### config.mk
export PLATFORM = sky130hd
export DESIGN_NAME = int_to_base_digits
export DESIGN_NICKNAME = d
export VERILOG_FILES = /design/src/rtl/itbd_pkg.sv /design/src/rtl/int_to_base_digits.sv /design/src/rtl/itbd_divider.sv /design/src/rtl/itbd_digit_ram.sv
export VERILOG_INCLUDE_DIRS = /design/src /design/src/rtl
export SDC_FILE = /design/constraint.sdc
export NUM_CORES = 1
export LEC_CHECK = 0
export BUFFER_PORTS_ARGS = -buffer_cell sky130_fd_sc_hd__buf_2
export CORE_UTILIZATION = 27
export DETAILED_ROUTE_END_ITERATION = 7
export PLACE_DENSITY = 0.48
export REMOVE_ABC_BUFFERS = 1
export SYNTH_ARGS = -nofsm -noshare
export SYNTH_HDL_FRONTEND = slang
export SYNTH_HIERARCHICAL = 1
export SYNTH_SLANG_ARGS = --single-unit
### constraint.sdc
create_clock -name clk -period 2.85 [get_ports clk]
set_clock_uncertainty 0.15 [all_clocks]
set_input_delay 0.57 -clock clk [delete_from_list [all_inputs] [get_ports clk]]
set_output_delay 0.57 -clock clk [all_outputs]
set_load 0.01 [all_outputs]
### src/rtl/assert_macros.svh
// Assertion macros shared by the RTL of the radix digit converter.
// Clock clk and synchronous active-high reset rst are assumed in scope.
`ifndef ASSERT_MACROS_SVH
`define ASSERT_MACROS_SVH

// Property checked at every rising edge of clk, off while rst is high.
`define ASSERT_CLK(label, prop, msg) \
  label: assert property (@(posedge clk) disable iff (rst) (prop)) else $error(msg);

// Property checked at every rising edge of clk, also during reset.
`define ASSERT_ALWAYS(label, prop, msg) \
  label: assert property (@(posedge clk) (prop)) else $error(msg);

`endif

### src/rtl/itbd_pkg.sv
// Shared types, widths and the digit character mapping for the radix
// digit converter. No dependencies.
package itbd_pkg;

  localparam int VALUE_W    = 31;
  localparam int BASE_W     = 5;
  localparam int DIGIT_W    = BASE_W - 1;
  localparam int CHAR_W     = 7;
  localparam int MAX_DIGITS = 32;
  localparam int IDX_W      = $clog2(MAX_DIGITS);
  localparam int COUNT_W    = IDX_W + 1;
  localparam int STEP_W     = $clog2(VALUE_W);

  localparam logic [BASE_W-1:0]  RADIX_MIN   = BASE_W'(2);
  localparam logic [BASE_W-1:0]  RADIX_MAX   = BASE_W'(16);
  localparam logic [DIGIT_W-1:0] DEC_LIMIT   = DIGIT_W'(10);
  localparam logic [CHAR_W-1:0]  CHAR_ZERO   = CHAR_W'(48);
  localparam logic [CHAR_W-1:0]  CHAR_LETTER = CHAR_W'(87);

  // Divider status handed to the controller
  typedef struct packed {
    logic               done;
    logic               busy;
    logic [VALUE_W-1:0] quotient;
    logic [DIGIT_W-1:0] remainder;
  } div_status_t;

  // Map a digit to lower-case ASCII: 0-9 then a-f
  function automatic logic [CHAR_W-1:0] digit_char(input logic [DIGIT_W-1:0] d);
    logic [CHAR_W-1:0] ext;
    ext = CHAR_W'(d);
    return (d < DEC_LIMIT) ? (CHAR_ZERO + ext) : (CHAR_LETTER + ext);
  endfunction

endpackage

### src/rtl/int_to_base_digits.sv
// Top level of the radix digit converter; uses itbd_pkg, itbd_divider, itbd_digit_ram.
// Each digit takes one bit-serial divider run (31 quotient bits); all digits
// are divided before the first character is emitted.
// Emission: digit store read, then output word; out_stall holds the word.
// One item at a time; in_stall stays high from acceptance to the last character.
// Reset (rst, synchronous) returns to idle and clears the digit count.
`include "assert_macros.svh"

module int_to_base_digits (
  input  logic                          clk,
  input  logic                          rst,
  input  logic                          in_valid,
  output logic                          in_stall,
  input  logic [itbd_pkg::VALUE_W-1:0]  value,
  input  logic [itbd_pkg::BASE_W-1:0]   digit_base,
  output logic                          out_valid,
  input  logic                          out_stall,
  output logic [itbd_pkg::CHAR_W-1:0]   char_code,
  output logic                          last
);

  typedef enum logic [3:0] {
    S_IDLE = 4'b0001,
    S_DIV  = 4'b0010,
    S_READ = 4'b0100,
    S_EMIT = 4'b1000
  } state_t;

  state_t                        state;
  logic [itbd_pkg::BASE_W-1:0]   radix;
  logic [itbd_pkg::BASE_W-1:0]   radix_sat;
  logic [itbd_pkg::COUNT_W-1:0]  count;
  logic [itbd_pkg::IDX_W-1:0]    emit_idx;
  logic                          in_accept;
  logic                          out_accept;
  logic                          count_full;
  logic                          div_start;
  logic [itbd_pkg::VALUE_W-1:0]  div_dividend;
  logic [itbd_pkg::BASE_W-1:0]   div_radix;
  itbd_pkg::div_status_t         div_st;
  logic                          wr_en;
  logic                          rd_en;
  logic [itbd_pkg::DIGIT_W-1:0]  rd_data;
  logic                          quot_zero;

  // Clamp the base into 2..16
  always_comb begin
    priority if (digit_base < itbd_pkg::RADIX_MIN) begin
      radix_sat = itbd_pkg::RADIX_MIN;
    end else if (digit_base > itbd_pkg::RADIX_MAX) begin
      radix_sat = itbd_pkg::RADIX_MAX;
    end else begin
      radix_sat = digit_base;
    end
  end

  // Handshakes and divider feed
  always_comb begin
    in_stall     = (state != S_IDLE);
    in_accept    = in_valid && !in_stall;
    out_valid    = (state == S_EMIT);
    out_accept   = out_valid && !out_stall;
    count_full   = (count >= itbd_pkg::COUNT_W'(itbd_pkg::MAX_DIGITS));
    quot_zero    = (div_st.quotient == '0);
    div_start    = in_accept || ((state == S_DIV) && div_st.done && !quot_zero);
    div_dividend = (state == S_IDLE) ? value : div_st.quotient;
    div_radix    = (state == S_IDLE) ? radix_sat : radix;
    wr_en        = (state == S_DIV) && div_st.done && !count_full;
    rd_en        = (state == S_READ);
  end

  itbd_divider u_div (
    .clk      (clk),
    .rst      (rst),
    .start    (div_start),
    .dividend (div_dividend),
    .radix    (div_radix),
    .status   (div_st)
  );

  itbd_digit_ram u_ram (
    .clk     (clk),
    .wr_en   (wr_en),
    .wr_addr (count[itbd_pkg::IDX_W-1:0]),
    .wr_data (div_st.remainder),
    .rd_en   (rd_en),
    .rd_addr (emit_idx),
    .rd_data (rd_data)
  );

  // Sequence: divide digit by digit, then read back and emit top digit first
  always_ff @(posedge clk) begin
    if (rst) begin
      state    <= S_IDLE;
      count    <= '0;
      emit_idx <= '0;
    end else begin
      unique case (state)
        S_IDLE: begin
          if (in_accept) begin
            radix <= radix_sat;
            count <= '0;
            state <= S_DIV;
          end
        end
        S_DIV: begin
          if (div_st.done) begin
            if (!count_full) begin
              count <= count + itbd_pkg::COUNT_W'(1);
            end
            if (quot_zero) begin
              emit_idx <= count_full ? itbd_pkg::IDX_W'(itbd_pkg::MAX_DIGITS - 1)
                                     : count[itbd_pkg::IDX_W-1:0];
              state    <= S_READ;
            end
          end
        end
        S_READ: begin
          state <= S_EMIT;
        end
        S_EMIT: begin
          if (out_accept) begin
            if (emit_idx == '0) begin
              state <= S_IDLE;
            end else begin
              emit_idx <= emit_idx - itbd_pkg::IDX_W'(1);
              state    <= S_READ;
            end
          end
        end
        default: begin
          state <= S_IDLE;
        end
      endcase
    end
  end

  // Output word comes straight from the held read data
  assign char_code = itbd_pkg::digit_char(rd_data);
  assign last      = (emit_idx == '0);

  `ASSERT_CLK(a_emit_has_digits, out_valid |-> (count != '0), "emitting with no stored digits")
  `ASSERT_CLK(a_done_in_div, div_st.done |-> (state == S_DIV), "divider finished outside divide phase")
  `ASSERT_CLK(a_start_when_free, div_start |-> !div_st.busy, "divider restarted while busy")
  `ASSERT_CLK(a_last_to_idle, (out_accept && last) |=> !in_stall, "not idle after final character")

endmodule

### src/rtl/itbd_divider.sv
// Bit-serial restoring divider: one quotient bit per cycle.
// Depends on itbd_pkg for widths and the status struct.
module itbd_divider (
  input  logic                          clk,
  input  logic                          rst,
  input  logic                          start,
  input  logic [itbd_pkg::VALUE_W-1:0]  dividend,
  input  logic [itbd_pkg::BASE_W-1:0]   radix,
  output itbd_pkg::div_status_t         status
);

  logic [itbd_pkg::VALUE_W-1:0] dvd;
  logic [itbd_pkg::DIGIT_W-1:0] rem;
  logic [itbd_pkg::BASE_W-1:0]  divisor;
  logic [itbd_pkg::STEP_W-1:0]  step;
  logic                         busy;
  logic                         done;
  logic [itbd_pkg::BASE_W-1:0]  trial;
  logic                         fits;
  logic [itbd_pkg::BASE_W-1:0]  diff;

  // Bring down the next dividend bit and try the subtraction
  always_comb begin
    trial = {rem, dvd[itbd_pkg::VALUE_W-1]};
    fits  = (trial >= divisor);
    diff  = trial - divisor;
  end

  // Control: count steps, pulse done after the last one
  always_ff @(posedge clk) begin
    if (rst) begin
      busy <= 1'b0;
      done <= 1'b0;
      step <= '0;
    end else begin
      done <= 1'b0;
      if (start && !busy) begin
        busy <= 1'b1;
        step <= '0;
      end else if (busy) begin
        step <= step + itbd_pkg::STEP_W'(1);
        if (step == itbd_pkg::STEP_W'(itbd_pkg::VALUE_W - 1)) begin
          busy <= 1'b0;
          done <= 1'b1;
        end
      end
    end
  end

  // Datapath: quotient bits shift into the dividend register from the bottom
  always_ff @(posedge clk) begin
    if (start && !busy) begin
      dvd     <= dividend;
      rem     <= '0;
      divisor <= radix;
    end else if (busy) begin
      dvd <= {dvd[itbd_pkg::VALUE_W-2:0], fits};
      rem <= fits ? diff[itbd_pkg::DIGIT_W-1:0] : trial[itbd_pkg::DIGIT_W-1:0];
    end
  end

  assign status.done      = done;
  assign status.busy      = busy;
  assign status.quotient  = dvd;
  assign status.remainder = rem;

endmodule

### src/rtl/itbd_digit_ram.sv
// Digit store: one write port, one registered read port.
// Depends on itbd_pkg for depth and digit width.
module itbd_digit_ram (
  input  logic                          clk,
  input  logic                          wr_en,
  input  logic [itbd_pkg::IDX_W-1:0]    wr_addr,
  input  logic [itbd_pkg::DIGIT_W-1:0]  wr_data,
  input  logic                          rd_en,
  input  logic [itbd_pkg::IDX_W-1:0]    rd_addr,
  output logic [itbd_pkg::DIGIT_W-1:0]  rd_data
);

  logic [itbd_pkg::DIGIT_W-1:0] mem [itbd_pkg::MAX_DIGITS];

  // Write a digit
  always_ff @(posedge clk) begin
    if (wr_en) begin
      mem[wr_addr] <= wr_data;
    end
  end

  // Read a digit, data valid the next cycle
  always_ff @(posedge clk) begin
    if (rd_en) begin
      rd_data <= mem[rd_addr];
    end
  end

endmodule

* Word-level counts from Yosys, hierarchy flattened *
Memories as Yosys holds them, arrays and structs flattened. A register that Yosys moved wholly into a read port is not among the register bits.
Index checks and enable logic that the tools add are counted.

word-level totals
  word-level logic and storage cells = 91
  bits in writable memories = 128
  input bits = 40
  memories kept = 1
  bits in registers = 67

cells by class
  reduce and logical (&&, ||, !) cells = 24
  order comparisons = 5
  mux-type cells = 30
  $add $sub $neg = 6
  equality and inequality tests = 13
  bitwise operators = 2

memories
  name       words  bits a word  read ports  clocked after Yosys merged registers in  write ports  line                  source
  u_ram.mem  32     4            1           1                                        1            itbd_digit_ram.sv:13  logic [itbd_pkg::DIGIT_W-1:0] mem [itbd_pkg::MAX_DIGITS];

operators with widths
  operator               count
  $mux W31               3
  $mux W5                8
  $logic_not A31 Y1      1
  $mux W4                5
  $mux W6                3
  $pmux W4 S4            1
  $pmux W6 S2            1
  $ne A2 B2 Y1 const B   5
  $pmux W5 S2            1
  $reduce_and A4 Y1      2
  $add A6 B4 Y7 const A  1
  $add A7 B4 Y7 const A  1
  $mux W7                1
  $add A6 B1 Y6 const B  1
  $ge A6 B6 Y1 const B   1
  $logic_and A1 B1 Y1    6
  $mux W1                6
  $reduce_bool A2 Y1     3
  $add A5 B1 Y5 const B  1
  $eq A5 B5 Y1 const B   1
  $ge A5 B5 Y1           1
  $gt A5 B5 Y1 const B   1
  $logic_not A1 Y1       5
  $logic_not A5 Y1       1
  other kinds (18)       20

* Depth between registers and ports, before layout *
Gate-level depths: netlist of run 1.

  depth after elaboration = 7
  gate-level depth with buffers = 10
  mapped depth without buffers = 8

* Hierarchy *
The synthesis of run 1 kept the hierarchy.

by module, submodules not included
  module              cells an instance  seq. area each (µm²)  instances  area each (µm²)
  itbd_digit_ram      231                3963.8                1          5178.7
  itbd_divider        154                1301.2                1          2192.1
  int_to_base_digits  255                450.4                 1          1617.8

* Least setup slack after synthesis of run 1 *
No wires, ideal clock.

  path kind = reg-to-reg
  from = reg state[1]
  to = reg u_div/dvd[0] in the netlist's numbering (enable)
  arrival = 2.102 ns
  path buffers = 0
  period minus slack after synthesis = 2.638 ns
  stages on the path, launching flop included = 6
  setup slack = 0.212 ns
  cell sequence = dfxtp_1 -> nor4b_1 -> nand2_1 -> o21ai_0 -> nor2_1 -> inv_1

between the ends
  longest elaborated chain between the ends = 7

ends and longest elaborated chain
  element                                                       line                                                source
  from (decl)                                                   int_to_base_digits.sv:29                            state_t state;
  from (signal assigned)                                        int_to_base_digits.sv:94                            state <= S_IDLE;
  from (signal assigned)                                        int_to_base_digits.sv:103                           state <= S_DIV;
  from (signal assigned)                                        int_to_base_digits.sv:114                           state <= S_READ;
  $ne A4 B1 Y1 or $eq A4 B2 Y1 (tied branches)                  int_to_base_digits.sv:59, int_to_base_digits.sv:65
  $logic_not A1 Y1 or $logic_and A1 B1 Y1 (tied branches)       int_to_base_digits.sv:60, int_to_base_digits.sv:65
  $logic_and A1 B1 Y1 (on tied branches)                        int_to_base_digits.sv:60, int_to_base_digits.sv:65
  $logic_or A1 B1 Y1 (*)                                        int_to_base_digits.sv:65                            div_start = in_accept || ((state == S_DIV) && div_st.done && !quot_zero);
  named net div_start                                           int_to_base_digits.sv:37                            logic div_start;
  $logic_and A1 B1 Y1 (*)                                       itbd_divider.sv:52                                  if (start && !busy) begin
  $ne A2 B2 Y1 (no line) or $reduce_bool A2 Y1 (tied branches)  --
  $reduce_and A2 Y1 (no line) (*)                               --
  to (signal assigned)                                          itbd_divider.sv:53                                  dvd <= dividend;
  to (signal assigned)                                          itbd_divider.sv:57                                  dvd <= {dvd[itbd_pkg::VALUE_W-2:0], fits};
  to (decl)                                                     itbd_divider.sv:12                                  logic [itbd_pkg::VALUE_W-1:0] dvd;

The timed path passes the listed nets; every way through them passes the cells marked *.
A chain may end at the register's enable or synchronous reset.

* Worst setup path in the final report of run 1 *
  from = reg emit_idx[0] in the netlist's numbering
  to = out last

between the ends
  longest elaborated chain between the ends = 1

ends and longest elaborated chain
  element                 line                       source
  from (decl)             int_to_base_digits.sv:33   logic [itbd_pkg::IDX_W-1:0] emit_idx;
  from (signal assigned)  int_to_base_digits.sv:112  emit_idx <= count_full ? itbd_pkg::IDX_W'(itbd_pkg::MAX_DIGITS - 1)
  from (signal assigned)  int_to_base_digits.sv:126  emit_idx <= emit_idx - itbd_pkg::IDX_W'(1);
  $logic_not A5 Y1        int_to_base_digits.sv:140  assign last = (emit_idx == '0);
  to (decl)               int_to_base_digits.sv:19   output logic last

Every way passes these cells.

==> impl_metrics.env, run 1 <==
export IMPL_cts_root_buf="clkbuf_16"
export IMPL_hold_depth=1
export IMPL_clock_latency_ns=0.44
export IMPL_post_route_period_util_pct=95.8
export IMPL_dr_pass1_iters=4
export IMPL_cts_tree="yes"
export IMPL_netlist_instances=639
export IMPL_boundaryPins=50
export IMPL_drc=0
export IMPL_ant_nets=0
export IMPL_numCtsBuffers=17
export IMPL_slowest_stage="or4b_2"
export IMPL_worstMarginPinSlew_ns=0.634
export IMPL_arrival_ns=2.01
export IMPL_wl_met2_um=9180
export IMPL_cts_sinks=199
export IMPL_htreeDepth=4
export IMPL_vias=5220
export IMPL_slew_violations=0
export IMPL_setup_viol=0
export IMPL_crit_required_ns=2.13
export IMPL_grt_total_usage_pct=12.1
export IMPL_grt_ovfl_total=0
export IMPL_min_path_type="primary input to flop"
export IMPL_met1Wirelength_um=9090
export IMPL_cpPeakStageDelay_ns=0.65
export IMPL_vias_per_cell=4.52
export IMPL_drtIter0Drc=277
export IMPL_worst_hold_slack_ns=0.231
export IMPL_reg2reg_depth=8
export IMPL_gp_congestion=0.723
export IMPL_layout_drive_gt1_share_pct=28.3
export IMPL_die_width_um=184
export IMPL_power_leakage_nw=3.54
export IMPL_slew_headroom_pct=57.7
export IMPL_post_dp_hpwl_um=12600
export IMPL_initial_core_util_pct=27.5
export IMPL_cp_max_fo=4
export IMPL_nets=753
export IMPL_dr_wl_met3_um=665
export IMPL_cpMostUsedCell="inv_1"
export IMPL_avgRoutedWirePerCell_um=16.5
export IMPL_yosysWarnings=6
export IMPL_grt_pass1_wl_um=30800
export IMPL_post_cts_buffers=0
export IMPL_p_per_area_nw_per_um2=743
export IMPL_hold_buffers=0
export IMPL_io_buffers=48
export IMPL_wl_um=19000
export IMPL_antenna_found_initial=1
export IMPL_cp_start_kind="flop"
export IMPL_path_clk_slew_ns=0.09
export IMPL_dieHeight_um=184
export IMPL_area_growth_synth_to_final_pct=17.1
export IMPL_maxClockFrequency_ghz=0.366
export IMPL_crit_path_end_kind="output pin"
export IMPL_avgSynthCellArea_um2=14.1
export IMPL_die_area_um2=34000
export IMPL_rsz0062_at_grt="false"
export IMPL_antenna_cells=0
export IMPL_num_rows=66
export IMPL_core_um2=32600
export IMPL_run_status="finished, final reports clean"
export IMPL_grt_max_degree=36
export IMPL_fin_total_pwr_mw=7.82
export IMPL_dr_max_layer_used="met5"
export IMPL_place_ws_ns=0.155
export IMPL_timing_final_ws_setup_ns=0.120
export IMPL_hold_viol=0
export IMPL_path_class="flop to output pin"
export IMPL_fin_crit_ns=2.73
export IMPL_max_cap_violations=0
export IMPL_grt_pass1_vias=5363
export IMPL_cts_path_max_buffers=2
export IMPL_path_cells="inv_1 > ha_1 > or4b_2 > inv_1 > buf_2"
export IMPL_setup_tns_ns=0
export IMPL_vdd_drop_max_v=0.000415
export IMPL_syn_area_um2=8980
export IMPL_cts_resized=0
export IMPL_fillers=3240
## cell type report
type,count,area [µm²],area share (%)
clock buffer,17,425,4.04
clock inverter,15,235,2.24
inverter,25,93.8,0.892
multi-input combinational,387,3030,28.8
sequential,199,5720,54.3
tap,442,553,5.26
timing repair buffer,71,463,4.40
## cell usage in the layout (no fill, tap or decap), types with 3 or more instances in the layout
cell type  instances
nand2_1          118
clkinv_8           5
xnor2_1            5
nor4_1             6
inv_1             23
a21oi_1           15
dfxtp_1           25
nor3_1            12
xor2_1             5
clkbuf_16         17
o21ai_0            6
nand3_1            8
ha_1              11
nor2_1            56
or3b_2             3
nand3b_1           5
inv_12             4
mux2_2            35
inv_16             3
mux4_2            40
edfxtp_1         173
or3_1              3
buf_2             48
buf_4             19
nand4_1            6
buf_12             4
## layer usage
layer / vias up / GRT usage [%]
li1: 2529 / -
met1: 2597 / 16.4
met2: 84 / 19.3
met3: 8 / 2.57
met4: 2 / 3.57
met5: - / 0
## power by group
group / internal, mW / switching, mW
clock: 1.26 / 1.35
sequential: 3.69 / 0.159
combinational: 0.502 / 0.861
## sequential cells by signal, summed over array words and instances, names as in the netlist
| name | count |
|---|---|
| u_div/rem | 4 |
| u_div/busy | 1 |
| u_div/step | 5 |
| count | 6 |
| u_ram/rd_data | 4 |
| u_div/dvd | 31 |
| emit_idx | 5 |
| u_ram/mem | 128 |
| radix | 5 |
| u_div/divisor | 5 |
| u_div/done | 1 |
| state | 4 |
## path summary, 6_finish.rpt
path	startpoint	slack, ns	end
setup reg to reg	u_div/dvd[7]	0.25	u_div/dvd[2]
setup / recovery	emit_idx[0]	0.12	last
hold reg to reg	emit_idx[0]	0.36	emit_idx[0]
hold / removal	digit_base[4]	0.23	radix[4]
## worst max-delay path, delay by kind of cell (launching register included)
family	cells	cell delay (ns)
adders and majority gates	1	0.22
buffers and inverters	3	0.37
DFF	1	0.35
and+or+nand+nor	1	0.65
## per-stage QoR
| step | cells | cell area, µm² | util (%) |
|---|---|---|---|
| 2_1_floorplan | 611 | 8810 | - |
| 3_3_place_gp | 1124 | 9850 | 30.2 |
| 3_5_place_dp | 1124 | 9850 | 30.2 |
| 4_1_cts | 1156 | 10500 | 32.2 |
| 5_1_grt | 1156 | 10500 | 32.3 |
| 6_report | 1156 | 10500 | 32.3 |
Power figures use the tool's default switching activity.
==> run 2, diff against run 1 <==
--- a/config.mk
+++ b/config.mk
@@ -6,6 +6,7 @@
 export SDC_FILE = /design/constraint.sdc
 export NUM_CORES = 1
 export LEC_CHECK = 0
+export ABC_AREA = 1
 export BUFFER_PORTS_ARGS = -buffer_cell sky130_fd_sc_hd__buf_2
 export CORE_UTILIZATION = 27
 export DETAILED_ROUTE_END_ITERATION = 7
==> run 2 against run 1 <==
  * Worst hold slack improved by 0.0059 ns
  * Synthesized area rose by 5.6%
  * Via count rose by 31%
  * Non-clock buffer count fell by 2
  * Flip-flop and latch count did not move
  * Core utilization fell by 1.1 points
  * Total power fell by 1.3%
  * Register-to-register slack improved by 0.35 ns
  * Clock-buffer cell count rose by 2
  * Cell area rose by 2.3%
  * First-iteration DRC count rose by 46%
  * Fmax rose by 9.6%
==> impl_metrics.env, run 2 <==
export IMPL_run_status="finished, final reports clean"
export IMPL_yosysWarnings=6
export IMPL_fillers=3683
export IMPL_io_buffers=48
export IMPL_grt_pass1_wl_um=35400
export IMPL_boundaryPins=50
export IMPL_clock_power_share_pct=31.7
export IMPL_gp_congestion=0.784
export IMPL_hold_viol=0
export IMPL_p_per_area_nw_per_um2=717
export IMPL_maxClockFrequency_ghz=0.401
export IMPL_min_path_type="primary input to flop"
export IMPL_clock_latency_ns=0.44
export IMPL_numCtsBuffers=17
export IMPL_regMostFlops="u_ram/mem"
export IMPL_power_leakage_nw=4.28
export IMPL_internal_power_mw=5.44
export IMPL_die_width_um=189
export IMPL_cts_sinks=199
export IMPL_cts_path_max_buffers=2
export IMPL_slew_violations=0
export IMPL_arrival_ns=1.77
export IMPL_power_frac_comb_pct=19.0
export IMPL_p_switching_mw=2.28
export IMPL_path_clk_slew_ns=0.07
export IMPL_layout_common_cells="nand2_1 (430), edfxtp_1 (173), nand3_1 (129)"
export IMPL_layout_drive_gt1_share_pct=11.9
export IMPL_setup_tns_ns=0
export IMPL_cp_max_fo=5
export IMPL_wl_um=22000
export IMPL_core_um2=34500
export IMPL_grt_total_usage_pct=12.7
export IMPL_avgRoutedWirePerCell_um=14.2
export IMPL_cp_start_kind="flop"
export IMPL_hold_depth=1
export IMPL_grt_ovfl_total=0
export IMPL_post_dp_hpwl_um=14300
export IMPL_netlist_instances=1030
export IMPL_dieHeight_um=189
export IMPL_drc=0
export IMPL_dr_pass1_iters=4
export IMPL_antenna_cells=0
export IMPL_cts_tree="yes"
export IMPL_nets=1127
export IMPL_antenna_found_initial=1
export IMPL_crit_path_end_kind="output pin"
export IMPL_worstReg2RegStart="state[1]"
export IMPL_worst_hold_slack_ns=0.237
export IMPL_grt_max_degree=65
export IMPL_setup_viol=0
export IMPL_initial_core_util_pct=27.5
export IMPL_multi_input_area_um2=3220
export IMPL_post_cts_buffers=0
export IMPL_cp_startpoint="u_ram/rd_data[1]"
export IMPL_largest_register_ffs=128
export IMPL_crit_required_ns=2.13
export IMPL_ff_latch_area_um2=5720
export IMPL_rsz0062_at_grt="false"
export IMPL_path_class="flop to output pin"
export IMPL_pwr_share_seq_pct=49.3
export IMPL_reg2reg_depth=7
export IMPL_ant_nets=0
export IMPL_slew_headroom_pct=56.2
export IMPL_post_route_period_util_pct=87.4
export IMPL_worstMarginPinSlew_ns=0.658
export IMPL_vias_per_cell=4.42
export IMPL_swShare_pct=29.6
export IMPL_vdd_drop_max_v=0.000462
export IMPL_worstHoldStart="digit_base[4]"
export IMPL_cts_resized=0
export IMPL_avgSynthCellArea_um2=9.21
export IMPL_htreeDepth=4
export IMPL_hold_buffers=0
export IMPL_grt_pass1_vias=6726
export IMPL_area_growth_synth_to_final_pct=13.5
export IMPL_vias=6818
export IMPL_num_rows=68
export IMPL_syn_area_um2=9490
export IMPL_die_area_um2=35900
export IMPL_final_common_cell="nand2_1"
export IMPL_fin_crit_ns=2.49
export IMPL_reg_top3="u_ram/mem: 128 flops, u_div/dvd: 31 flops, count: 6 flops"
export IMPL_cts_root_buf="clkbuf_16"
export IMPL_drtIter0Drc=405
export IMPL_max_cap_violations=0
-- run 2: cell types whose count changed in the layout (fill, tap and decap cells not counted), moves of 6 or more --
| cell | delta |
|---|---|
| nor4_1 | -6 |
| nand3_1 | +121 |
| nand2_1 | +312 |
| mux4_2 | -40 |
| inv_1 | +31 |
| nor2_1 | +29 |
| mux2_2 | -35 |
| nor3_1 | -10 |
-- run 2: layout make-up --
type	count	share of cell area [%]
repair buffers	69	3.93
clock buffers	19	4.21
multi-input cells	727	29.9
clock inverters	13	1.36
inverters	61	2.17
flip-flops and latches	199	53.1
well taps	455	5.29
-- run 2: worst paths after layout --
kind,to,slack (ns)
setup / recovery,char_code[2],0.36
hold / removal,radix[4],0.24
setup reg to reg,u_ram/mem[2][3],0.60
hold reg to reg,u_div/done,0.36
-- run 2: per-layer routing --
| layer | vias up | track usage, % | part of all wire, % |
|---|---|---|---|
| met3 | 23 | 2.87 | 3.9 |
| met1 | 3177 | 16.5 | 48 |
| met2 | 139 | 21.0 | 47 |
| met5 | - | 0 | 0.059 |
| li1 | 3477 | - | - |
| met4 | 2 | 3.13 | 1.1 |
-- run 2: critical path: stages, from the launching register on --
cell and delay, ns:
edfxtp_1 0.34, inv_1 0.06, a21oi_1 0.34, inv_1 0.13, o21ai_0 0.28, buf_2 0.19
-- run 2: power groups by stage --
stage                     Combinational (mW)  Clock (mW)  Sequential [mW]
final                                   1.46        2.45             3.80
after floorplan                        0.821           0             3.96
after global routing                    1.69        2.62             3.83
after CTS                               1.51        2.52             3.81
after global placement                  1.51           0             3.87
after detailed placement                1.51           0             3.87
-- run 2: through the flow --
stage	utilization, %	power, mW	instance area [µm²]	worst slack [ns]	cells
floorplan	-	4.78	9170	-0.584	987
global placement	29.4	5.37	10200	0.574	1511
detailed placement	29.4	5.37	10200	0.572	1511
CTS	31.2	7.83	10800	0.279	1543
global route	31.2	8.15	10800	0.194	1543
finish	31.2	7.72	10800	0.359	1543
